**config.mk**
```make
export PLATFORM = sky130hd
export DESIGN_NAME = rom_ram_bank_mapper_rtc_unit_flat
export DESIGN_NICKNAME = d
export VERILOG_FILES = /design/src/rtl/rbm_pkg.sv /design/src/rtl/rbm_word_if.sv /design/src/rtl/rbm_rtc.sv /design/src/rtl/rbm_decode.sv /design/src/rtl/rom_ram_bank_mapper_rtc_unit.sv /design/src/flat_wrapper.sv
export SDC_FILE = /design/constraint.sdc
export NUM_CORES = 1
export LEC_CHECK = 0
export BUFFER_PORTS_ARGS = -buffer_cell sky130_fd_sc_hd__buf_2
export CORE_AREA = 2 2 93 113
export CTS_CLUSTER_DIAMETER = 150
export DETAILED_ROUTE_END_ITERATION = 10
export DIE_AREA = 0 0 95 115
export PLACE_DENSITY = 0.83
export SLEW_MARGIN = 10
export SYNTH_ARGS = -nofsm -noshare
export SYNTH_HDL_FRONTEND = slang
export SYNTH_SLANG_ARGS = --single-unit
export TNS_END_PERCENT = 30
```
**constraint.sdc**
```tcl
create_clock -name clk -period 5.4 [get_ports clk]
set_clock_uncertainty 0.2 [all_clocks]
set_input_delay 0.54 -clock clk [delete_from_list [all_inputs] [get_ports clk]]
set_output_delay 0.54 -clock clk [all_outputs]
set_load 0.05 [all_outputs]
```
**src/rtl/rbm_pkg.sv**
```systemverilog
`timescale 1ns / 1ps
`default_nettype none
// ----------------------------------------------------------------------------
// rbm_pkg
// Shared types, codes and helpers of the ROM/RAM bank mapper with clock.
// ----------------------------------------------------------------------------
package rbm_pkg;

    // Operation codes of an input word
    localparam logic [1:0] OP_READ  = 2'd0;
    localparam logic [1:0] OP_WRITE = 2'd1;
    localparam logic [1:0] OP_TICK  = 2'd2;

    // Target codes of a result word
    localparam logic [2:0] TGT_NONE  = 3'd0;
    localparam logic [2:0] TGT_ROM   = 3'd1;
    localparam logic [2:0] TGT_RAM   = 3'd2;
    localparam logic [2:0] TGT_CLOCK = 3'd3;
    localparam logic [2:0] TGT_OPEN  = 3'd4;
    localparam logic [2:0] TGT_UNSUP = 3'd5;

    // Clock register banks
    localparam logic [3:0] BANK_SECONDS = 4'h8;
    localparam logic [3:0] BANK_MINUTES = 4'h9;
    localparam logic [3:0] BANK_HOURS   = 4'hA;
    localparam logic [3:0] BANK_DAYS    = 4'hB;
    localparam logic [3:0] BANK_FLAGS   = 4'hC;

    localparam logic [7:0] OPEN_BUS = 8'hFF;

    // External RAM banks fitted; banks 0..7 mirror modulo this count
    localparam int         RAM_BANK_COUNT = 8;
    localparam logic [3:0] RAM_CNT        = 4'(RAM_BANK_COUNT);

    typedef struct packed {
        logic [7:0] days;
        logic [4:0] hours;
        logic [5:0] minutes;
        logic [5:0] seconds;
    } rtc_time_t;

    // Register updates requested by one decoded word
    typedef struct packed {
        logic tick;
        logic latch_write;
        logic enable_write;
        logic rom_write;
        logic bank_write;
    } rbm_ctrl_t;

    typedef struct packed {
        logic [2:0]  target;
        logic [20:0] mapped_address;
        logic        write_strobe;
        logic [7:0]  read_data;
    } rbm_result_t;

    // bank mod RAM_BANK_COUNT by repeated subtraction (3-bit value)
    function automatic logic [2:0] ram_bank_wrap(input logic [2:0] bank);
        logic [3:0] v;
        v = {1'b0, bank};
        for (int i = 0; i < 8; i++)
        begin
            if (v >= RAM_CNT)
            begin
                v = v - RAM_CNT;
            end
        end
        return v[2:0];
    endfunction

endpackage
`default_nettype wire

```
**src/rtl/rbm_word_if.sv**
```systemverilog
`timescale 1ns / 1ps
`default_nettype none
// ----------------------------------------------------------------------------
// rbm_word_if
// Valid/ready channels for bus words in and mapped results out.
// ----------------------------------------------------------------------------
interface rbm_in_if;
    logic        valid;
    logic        ready;
    logic [1:0]  operation;
    logic [15:0] address;
    logic [7:0]  write_data;

    modport source (output valid, output operation, output address,
                    output write_data, input ready);
    modport sink   (input valid, input operation, input address,
                    input write_data, output ready);
endinterface

interface rbm_out_if;
    logic        valid;
    logic        ready;
    logic [2:0]  target;
    logic [20:0] mapped_address;
    logic        write_strobe;
    logic [7:0]  read_data;

    modport source (output valid, output target, output mapped_address,
                    output write_strobe, output read_data, input ready);
    modport sink   (input valid, input target, input mapped_address,
                    input write_strobe, input read_data, output ready);
endinterface
`default_nettype wire

```
**src/rtl/rbm_rtc.sv**
```systemverilog
`timescale 1ns / 1ps
`default_nettype none
// ----------------------------------------------------------------------------
// rbm_rtc
// Live clock counters with 60/60/24 ripple, latch sequence and latched copy.
// ----------------------------------------------------------------------------
module rbm_rtc
    import rbm_pkg::*;
(
    input  wire logic       clk,
    input  wire logic       rst_n,
    input  wire logic       tick,
    input  wire logic       latch_write,
    input  wire logic [7:0] latch_byte,
    output rtc_time_t       latched
);

    rtc_time_t  live_reg, live_next;
    rtc_time_t  latched_reg;
    logic [7:0] last_latch_byte_reg;
    logic       latch_fire;

    // Any field at or above its limit carries
    always_comb
    begin
        live_next = live_reg;
        live_next.seconds = live_reg.seconds + 6'd1;
        if (live_next.seconds >= 6'd60)
        begin
            live_next.seconds = '0;
            live_next.minutes = live_reg.minutes + 6'd1;
            if (live_next.minutes >= 6'd60)
            begin
                live_next.minutes = '0;
                live_next.hours = live_reg.hours + 5'd1;
                if (live_next.hours >= 5'd24)
                begin
                    live_next.hours = '0;
                    live_next.days = live_reg.days + 8'd1;
                end
            end
        end
    end

    assign latch_fire = latch_write && (last_latch_byte_reg == 8'd0) && (latch_byte == 8'd1);

    always_ff @(posedge clk or negedge rst_n)
    begin
        if (!rst_n)
        begin
            live_reg            <= '0;
            latched_reg         <= '0;
            last_latch_byte_reg <= '0;
        end
        else
        begin
            if (tick)
            begin
                live_reg <= live_next;
            end
            if (latch_fire)
            begin
                latched_reg <= live_reg;
            end
            if (latch_write)
            begin
                last_latch_byte_reg <= latch_byte;
            end
        end
    end

    assign latched = latched_reg;

endmodule
`default_nettype wire

```
**src/rtl/rbm_decode.sv**
```systemverilog
`timescale 1ns / 1ps
`default_nettype none
// ----------------------------------------------------------------------------
// rbm_decode
// Address decode and bank translation of one bus word.
// ----------------------------------------------------------------------------
module rbm_decode
    import rbm_pkg::*;
#(
    parameter int ROM_BANK_BITS = 7
)
(
    input  wire logic [1:0]               operation,
    input  wire logic [15:0]              address,
    input  wire logic                     ram_enable,
    input  wire logic [3:0]               ram_bank,
    input  wire logic [ROM_BANK_BITS-1:0] rom_sel,
    input  wire logic [6:0]               rom_mask,
    input  wire rtc_time_t                latched,
    output rbm_ctrl_t                     ctrl,
    output rbm_result_t                   res
);

    // Control register windows below 0x8000, by address[14:13]
    localparam logic [1:0] WIN_ENABLE = 2'd0;
    localparam logic [1:0] WIN_ROM    = 2'd1;
    localparam logic [1:0] WIN_BANK   = 2'd2;

    logic                     is_write;
    logic [ROM_BANK_BITS-1:0] rom_eff;

    always_comb
    begin
        rom_eff = rom_sel & rom_mask[ROM_BANK_BITS-1:0];
        if (rom_eff == '0)
        begin
            rom_eff = ROM_BANK_BITS'(1);
        end
    end

    assign is_write = (operation == OP_WRITE);

    always_comb
    begin
        ctrl = '0;
        res  = '0;
        case (operation)
            OP_TICK:
            begin
                ctrl.tick = 1'b1;
            end
            OP_READ, OP_WRITE:
            begin
                if (!address[15])
                begin
                    if (is_write)
                    begin
                        case (address[14:13])
                            WIN_ENABLE: ctrl.enable_write = 1'b1;
                            WIN_ROM:    ctrl.rom_write    = 1'b1;
                            WIN_BANK:   ctrl.bank_write   = 1'b1;
                            default:    ctrl.latch_write  = 1'b1;
                        endcase
                    end
                    else if (!address[14])
                    begin
                        res.target         = TGT_ROM;
                        res.mapped_address = 21'(address[13:0]);
                    end
                    else
                    begin
                        res.target         = TGT_ROM;
                        res.mapped_address = {7'(rom_eff), address[13:0]};
                    end
                end
                else if (address inside {[16'hA000:16'hBFFF]})
                begin
                    if (!ram_enable)
                    begin
                        res.target    = TGT_OPEN;
                        res.read_data = is_write ? 8'd0 : OPEN_BUS;
                    end
                    else if (!ram_bank[3])
                    begin
                        res.target         = TGT_RAM;
                        res.mapped_address = 21'({ram_bank_wrap(ram_bank[2:0]),
                                                  address[12:0]});
                        res.write_strobe   = is_write;
                    end
                    else if (ram_bank inside {[BANK_SECONDS:BANK_FLAGS]} && !is_write)
                    begin
                        res.target = TGT_CLOCK;
                        case (ram_bank)
                            BANK_SECONDS: res.read_data = 8'(latched.seconds);
                            BANK_MINUTES: res.read_data = 8'(latched.minutes);
                            BANK_HOURS:   res.read_data = 8'(latched.hours);
                            BANK_DAYS:    res.read_data = latched.days;
                            default:      res.read_data = 8'd0;
                        endcase
                    end
                    else
                    begin
                        res.target = TGT_UNSUP;
                    end
                end
            end
            default:
            begin
            end
        endcase
    end

endmodule
`default_nettype wire

```
**src/rtl/rom_ram_bank_mapper_rtc_unit.sv**
```systemverilog
`timescale 1ns / 1ps
`default_nettype none
// ----------------------------------------------------------------------------
// rom_ram_bank_mapper_rtc_unit
// Cartridge ROM/RAM bank mapper with RTC, one word per cycle unless stalled.
// ----------------------------------------------------------------------------
// Takes one word per clock (bus read, bus write or one-second tick) while the
// output is not stalled, and returns exactly one result word for each, in
// order. The word is captured in the input register, decoded there, and
// applied to the bank/clock registers as its result is registered in the
// output register. Throughput is one word per cycle as long as the sink takes
// results; in_word.ready follows out_word.ready combinationally, so a stall on
// the output backs up at most the two stages.
// Control writes below 0x8000 update the mapper as the word retires, so a
// following access sees the new bank. rom_bank_mask is written through
// cfg_wr_en/cfg_wr_data; the user must do so only while idle, as the block
// does not enforce it. Reset value is 127.
// ----------------------------------------------------------------------------
module rom_ram_bank_mapper_rtc_unit
    import rbm_pkg::*;
#(
    parameter int ROM_BANK_BITS = 7
)
(
    input  wire logic       clk,
    input  wire logic       rst_n,
    input  wire logic       cfg_wr_en,
    input  wire logic [6:0] cfg_wr_data,
    rbm_in_if.sink          in_word,
    rbm_out_if.source       out_word
);

    // configuration
    logic [6:0] rom_bank_mask_reg;

    // mapper registers
    logic                     ram_enable_reg;
    logic [ROM_BANK_BITS-1:0] rom_bank_reg;
    logic [3:0]               ram_bank_reg;

    // input stage
    logic        s1_valid_reg, s1_valid_next;
    logic [1:0]  s1_operation_reg;
    logic [15:0] s1_address_reg;
    logic [7:0]  s1_write_data_reg;

    // output stage
    logic        out_valid_reg, out_valid_next;
    rbm_result_t out_reg;

    logic        in_accept;
    logic        out_free;
    logic        s1_advance;
    rbm_ctrl_t   ctrl;
    rbm_result_t res;
    rtc_time_t   latched;

    // Output slot frees when empty or being taken this cycle
    assign out_free   = !out_valid_reg || out_word.ready;
    assign s1_advance = s1_valid_reg && out_free;
    assign in_word.ready = !s1_valid_reg || out_free;
    assign in_accept  = in_word.valid && in_word.ready;

    always_comb
    begin
        s1_valid_next = s1_valid_reg;
        if (in_accept)
        begin
            s1_valid_next = 1'b1;
        end
        else if (s1_advance)
        begin
            s1_valid_next = 1'b0;
        end

        out_valid_next = out_valid_reg;
        if (s1_advance)
        begin
            out_valid_next = 1'b1;
        end
        else if (out_word.ready)
        begin
            out_valid_next = 1'b0;
        end
    end

    rbm_decode #(
        .ROM_BANK_BITS (ROM_BANK_BITS)
    ) u_decode (
        .operation  (s1_operation_reg),
        .address    (s1_address_reg),
        .ram_enable (ram_enable_reg),
        .ram_bank   (ram_bank_reg),
        .rom_sel    (rom_bank_reg),
        .rom_mask   (rom_bank_mask_reg),
        .latched    (latched),
        .ctrl       (ctrl),
        .res        (res)
    );

    // Clock state moves only when the decoded word retires
    rbm_rtc u_rtc (
        .clk         (clk),
        .rst_n       (rst_n),
        .tick        (s1_advance && ctrl.tick),
        .latch_write (s1_advance && ctrl.latch_write),
        .latch_byte  (s1_write_data_reg),
        .latched     (latched)
    );

    always_ff @(posedge clk or negedge rst_n)
    begin
        if (!rst_n)
        begin
            rom_bank_mask_reg <= 7'h7F;
            ram_enable_reg    <= 1'b0;
            rom_bank_reg      <= ROM_BANK_BITS'(1);
            ram_bank_reg      <= '0;
            s1_valid_reg      <= 1'b0;
            out_valid_reg     <= 1'b0;
        end
        else
        begin
            s1_valid_reg  <= s1_valid_next;
            out_valid_reg <= out_valid_next;
            if (cfg_wr_en)
            begin
                rom_bank_mask_reg <= cfg_wr_data;
            end
            if (s1_advance)
            begin
                if (ctrl.enable_write)
                begin
                    ram_enable_reg <= (s1_write_data_reg[3:0] == 4'hA);
                end
                if (ctrl.rom_write)
                begin
                    rom_bank_reg <= s1_write_data_reg[ROM_BANK_BITS-1:0];
                end
                if (ctrl.bank_write)
                begin
                    ram_bank_reg <= s1_write_data_reg[3:0];
                end
            end
        end
    end

    // Payload registers, no reset
    always_ff @(posedge clk)
    begin
        if (in_accept)
        begin
            s1_operation_reg  <= in_word.operation;
            s1_address_reg    <= in_word.address;
            s1_write_data_reg <= in_word.write_data;
        end
        if (s1_advance)
        begin
            out_reg <= res;
        end
    end

    assign out_word.valid          = out_valid_reg;
    assign out_word.target         = out_reg.target;
    assign out_word.mapped_address = out_reg.mapped_address;
    assign out_word.write_strobe   = out_reg.write_strobe;
    assign out_word.read_data      = out_reg.read_data;

endmodule
`default_nettype wire
```
**src/flat_wrapper.sv**
```systemverilog
// flat-port wrapper written by rule: the top's interface ports become plain ports
module rom_ram_bank_mapper_rtc_unit_flat import rbm_pkg::*;
#(
    parameter int ROM_BANK_BITS = 7
)
  (clk, rst_n, cfg_wr_en, cfg_wr_data, in_word_valid, in_word_operation, in_word_address, in_word_write_data, in_word_ready, out_word_valid, out_word_target, out_word_mapped_address, out_word_write_strobe, out_word_read_data, out_word_ready);
  rbm_in_if in_word_i ();
  rbm_out_if out_word_i ();
  input  wire logic clk;
  input  wire logic rst_n;
  input  wire logic cfg_wr_en;
  input  wire logic [6:0] cfg_wr_data;
  input wire logic [$bits(in_word_i.valid)-1:0] in_word_valid;
  input wire logic [$bits(in_word_i.operation)-1:0] in_word_operation;
  input wire logic [$bits(in_word_i.address)-1:0] in_word_address;
  input wire logic [$bits(in_word_i.write_data)-1:0] in_word_write_data;
  output wire logic [$bits(in_word_i.ready)-1:0] in_word_ready;
  output wire logic [$bits(out_word_i.valid)-1:0] out_word_valid;
  output wire logic [$bits(out_word_i.target)-1:0] out_word_target;
  output wire logic [$bits(out_word_i.mapped_address)-1:0] out_word_mapped_address;
  output wire logic [$bits(out_word_i.write_strobe)-1:0] out_word_write_strobe;
  output wire logic [$bits(out_word_i.read_data)-1:0] out_word_read_data;
  input wire logic [$bits(out_word_i.ready)-1:0] out_word_ready;
  assign in_word_i.valid = in_word_valid;
  assign in_word_i.operation = in_word_operation;
  assign in_word_i.address = in_word_address;
  assign in_word_i.write_data = in_word_write_data;
  assign in_word_ready = in_word_i.ready;
  assign out_word_valid = out_word_i.valid;
  assign out_word_target = out_word_i.target;
  assign out_word_mapped_address = out_word_i.mapped_address;
  assign out_word_write_strobe = out_word_i.write_strobe;
  assign out_word_read_data = out_word_i.read_data;
  assign out_word_i.ready = out_word_ready;
  rom_ram_bank_mapper_rtc_unit #(.ROM_BANK_BITS(ROM_BANK_BITS)) u_core (.clk(clk), .rst_n(rst_n), .cfg_wr_en(cfg_wr_en), .cfg_wr_data(cfg_wr_data), .in_word(in_word_i), .out_word(out_word_i));
endmodule
```
==> impl_metrics.yaml <==
status:
  status: "completed"
sta:
  worst_pin_slew_ns: 0.9773
  period_share_pct: 51.33
  layout_min_cycle_time_ns: 2.772
  maxSlewViolCount: 0
  max_slew_margin_pct: 34.85
  setup_viol: 0
  rsz0062_at_grt: "no"
  hold_violations: 0
  finalSetupTns_ns: 0
  timing.fmax_ghz: 0.3608
critical_path:
  cp-start-kind: "register"
  cp.arrival_ns: 2.87
  critPathRequiredTime_ns: 5.50
  endpoint_kind: "register"
  reg2regPathDepth: 5
  crit_chain: "nand2b_1, nor3_1, nand2_1, nor2_4, mux2_2"
  slowest_stage: "nor2_4"
  cp_max_fo: 25
  reg2reg_from: "u_core.s1_address_reg[15]"
  critical_path_class: "register to register"
  ff2ff_setup_slack_ns: 2.63
  cpPeakStageDelay_ns: 0.64
  r2r-end: "u_core.u_rtc.latched[7]"
drt:
  via_count: 3923
  first_iter_violations: 298
  vias_per_cell: 5.989
  drc: 0
  ant_nets: 0
  dr.pass1.iters: 4
  wirelength_mm: 12.39
  wl_per_cell_um: 18.91
finish:
  nNetsFinal: 558
  mostFrequentLayoutCells: "71 x buf_2, 71 x dfrtp_1, 59 x edfxtp_1"
  diodes: 0
  final_layout_size_suffix_gt1_share_pct: 32.33
  area_growth_pct: 16.83
  finalInstanceArea_mm2: 0.006990
place:
  hpwl_mm: 7.727
  io_buffers: 72
  placed_area_mm2: 0.006410
  place_congestion: 0.8625
synthesis:
  async_flop_share_pct: 57.25
  netlist-cell-type-count: 66
  syn-num-nets: 487
  synth_top_cell_by_area: "dfrtp_1"
  synth_area_leaders: "dfrtp_1 30%, edfxtp_1 30%, mux2_2 8.3%"
  syn_inst: 445
  synth.cell_area_mm2: 0.005983
  synth_ff_type: "dfrtp_1"
  ys_ff_latch: 138
  ys_warn_count: 0
  synth-edff-count: 59
  syn_area_per_cell_um2: 13.45
  synth_seq_area_share_pct: 62.82
  yosysTopAreaCellShare_pct: 29.69
cts:
  htree_levels: 4
  clock-sinks: 138
  cts_hold_buffers: 0
  postCtsResizedCells: 0
  cts_tree: "built"
  clockBufferDepth: 2
  clk_root_buffer_cell: "clkbuf_16"
  clock_latency_ns: 0.42
  cts_made_buffers: 17
  clkTransAtPathRegs_ns: 0.06
  postCtsSetupRepairBufs: 0
global_routing:
  grt_usage_pct: 24.57
  grt_pass1_wl_mm: 19.84
  antenna_found_initial: 0
  grt_max_degree: 80
  grt.overflow.total: 0
  first_global_vias: 3938
floorplanning:
  rows: 40
  die_w_um: 95
  ioPinCount: 73
  die_h_um: 115
  initial_core_util_pct: 60.69
  dieArea_mm2: 0.01093
  coreArea_mm2: 0.009859
pwr:
  leakagePower_nw: 2.965
  power_density_mw_per_mm2: 386.8
  vdd_drop_max_mv: 0.2094
job:
  drv_cap: 0
worst_hold_path:
  hp-class: "input pin to async pin"
==> power breakdown <==
| part | switching (mW) | leakage [nW] | internal (mW) |
|---|---|---|---|
| combinational | 0.194 | 1.06 | 0.109 |
| clock | 0.412 | 0.288 | 0.710 |
| sequential | 0.0884 | 1.62 | 1.19 |
==> cell type report <==
class,instances,area (um^2)
clock inverters,6,58.81
clock buffers,26,521.8
well taps,126,157.7
repair buffers,74,377.9
inverters,3,11.26
multi-input cells,282,2105
flip-flops and latches,138,3759
fillers,617,2869
==> per-stage QoR <==
step / cells / hold WS, ns / utilization [%] / power, mW / worst slack [ns]
after floorplan: 445 / 0.04441 / - / 1.491 / 2.959
after global placement: 623 / 0.2668 / 65.01 / 1.569 / 2.671
after detailed placement: 623 / 0.2714 / 65.01 / 1.584 / 2.605
after CTS: 655 / 0.08087 / 70.90 / 2.715 / 2.639
after global routing: 655 / 0.08572 / 70.90 / 2.795 / 2.467
final: 655 / 0.07511 / 70.90 / 2.704 / 2.628
==> layer usage <==
layer  track usage (%)  vias to the layer above  wire length [um]
met5                 0                        -                 0
met4             13.04                        0               396
met3             5.308                       39               776
met2             42.36                      153              6379
met1             28.65                     1944              4835
li1                  -                     1787                 -
==> critical path, delay by kind of cell (launching register included) <==
family	cells	cell delay, ns
DFF	1	0.50
and+or+nand+nor	4	1.54
muxes	1	0.41
==> Yosys cell counts, types with 11 or more instances <==
master	n
a21oi_1	15
nand2_1	43
mux2_2	44
edfxtp_1	59
o21ai_0	11
nor2b_1	18
dfrtp_1	71
nor2_1	16
==> worst max path at each step <==
stage	start	to	slack, ns	cells past startpoint
3_3_place_gp	out_word_ready	u_core.u_rtc.latched[6]	2.67	7
6_report	u_core.s1_address_reg[15]	u_core.u_rtc.latched[7]	2.63	5
2_1_floorplan	u_core.out_word.valid	u_core.s1_address_reg[0]	2.96	2
5_1_grt	u_core.u_rtc.live_reg[6]	u_core.u_rtc.live_reg[24]	2.47	6
4_1_cts	u_core.s1_operation_reg[1]	u_core.u_rtc.latched[0]	2.64	5
3_5_place_dp	out_word_ready	u_core.u_rtc.latched[17]	2.60	7
==> logic make-up (layout without fill, tap and decap cells) <==
group	count (synthesis)	in the layout	share of synthesized area, %
xor+xnor	11	11	1.610
simple gates	150	150	14.09
buf+inv	25	109	2.007
compound gates	58	58	6.608
fa+ha+maj	4	4	0.8365
flops	138	138	62.82
mux	59	59	12.02
No activity file was read; power rests on OpenSTA's default activity.
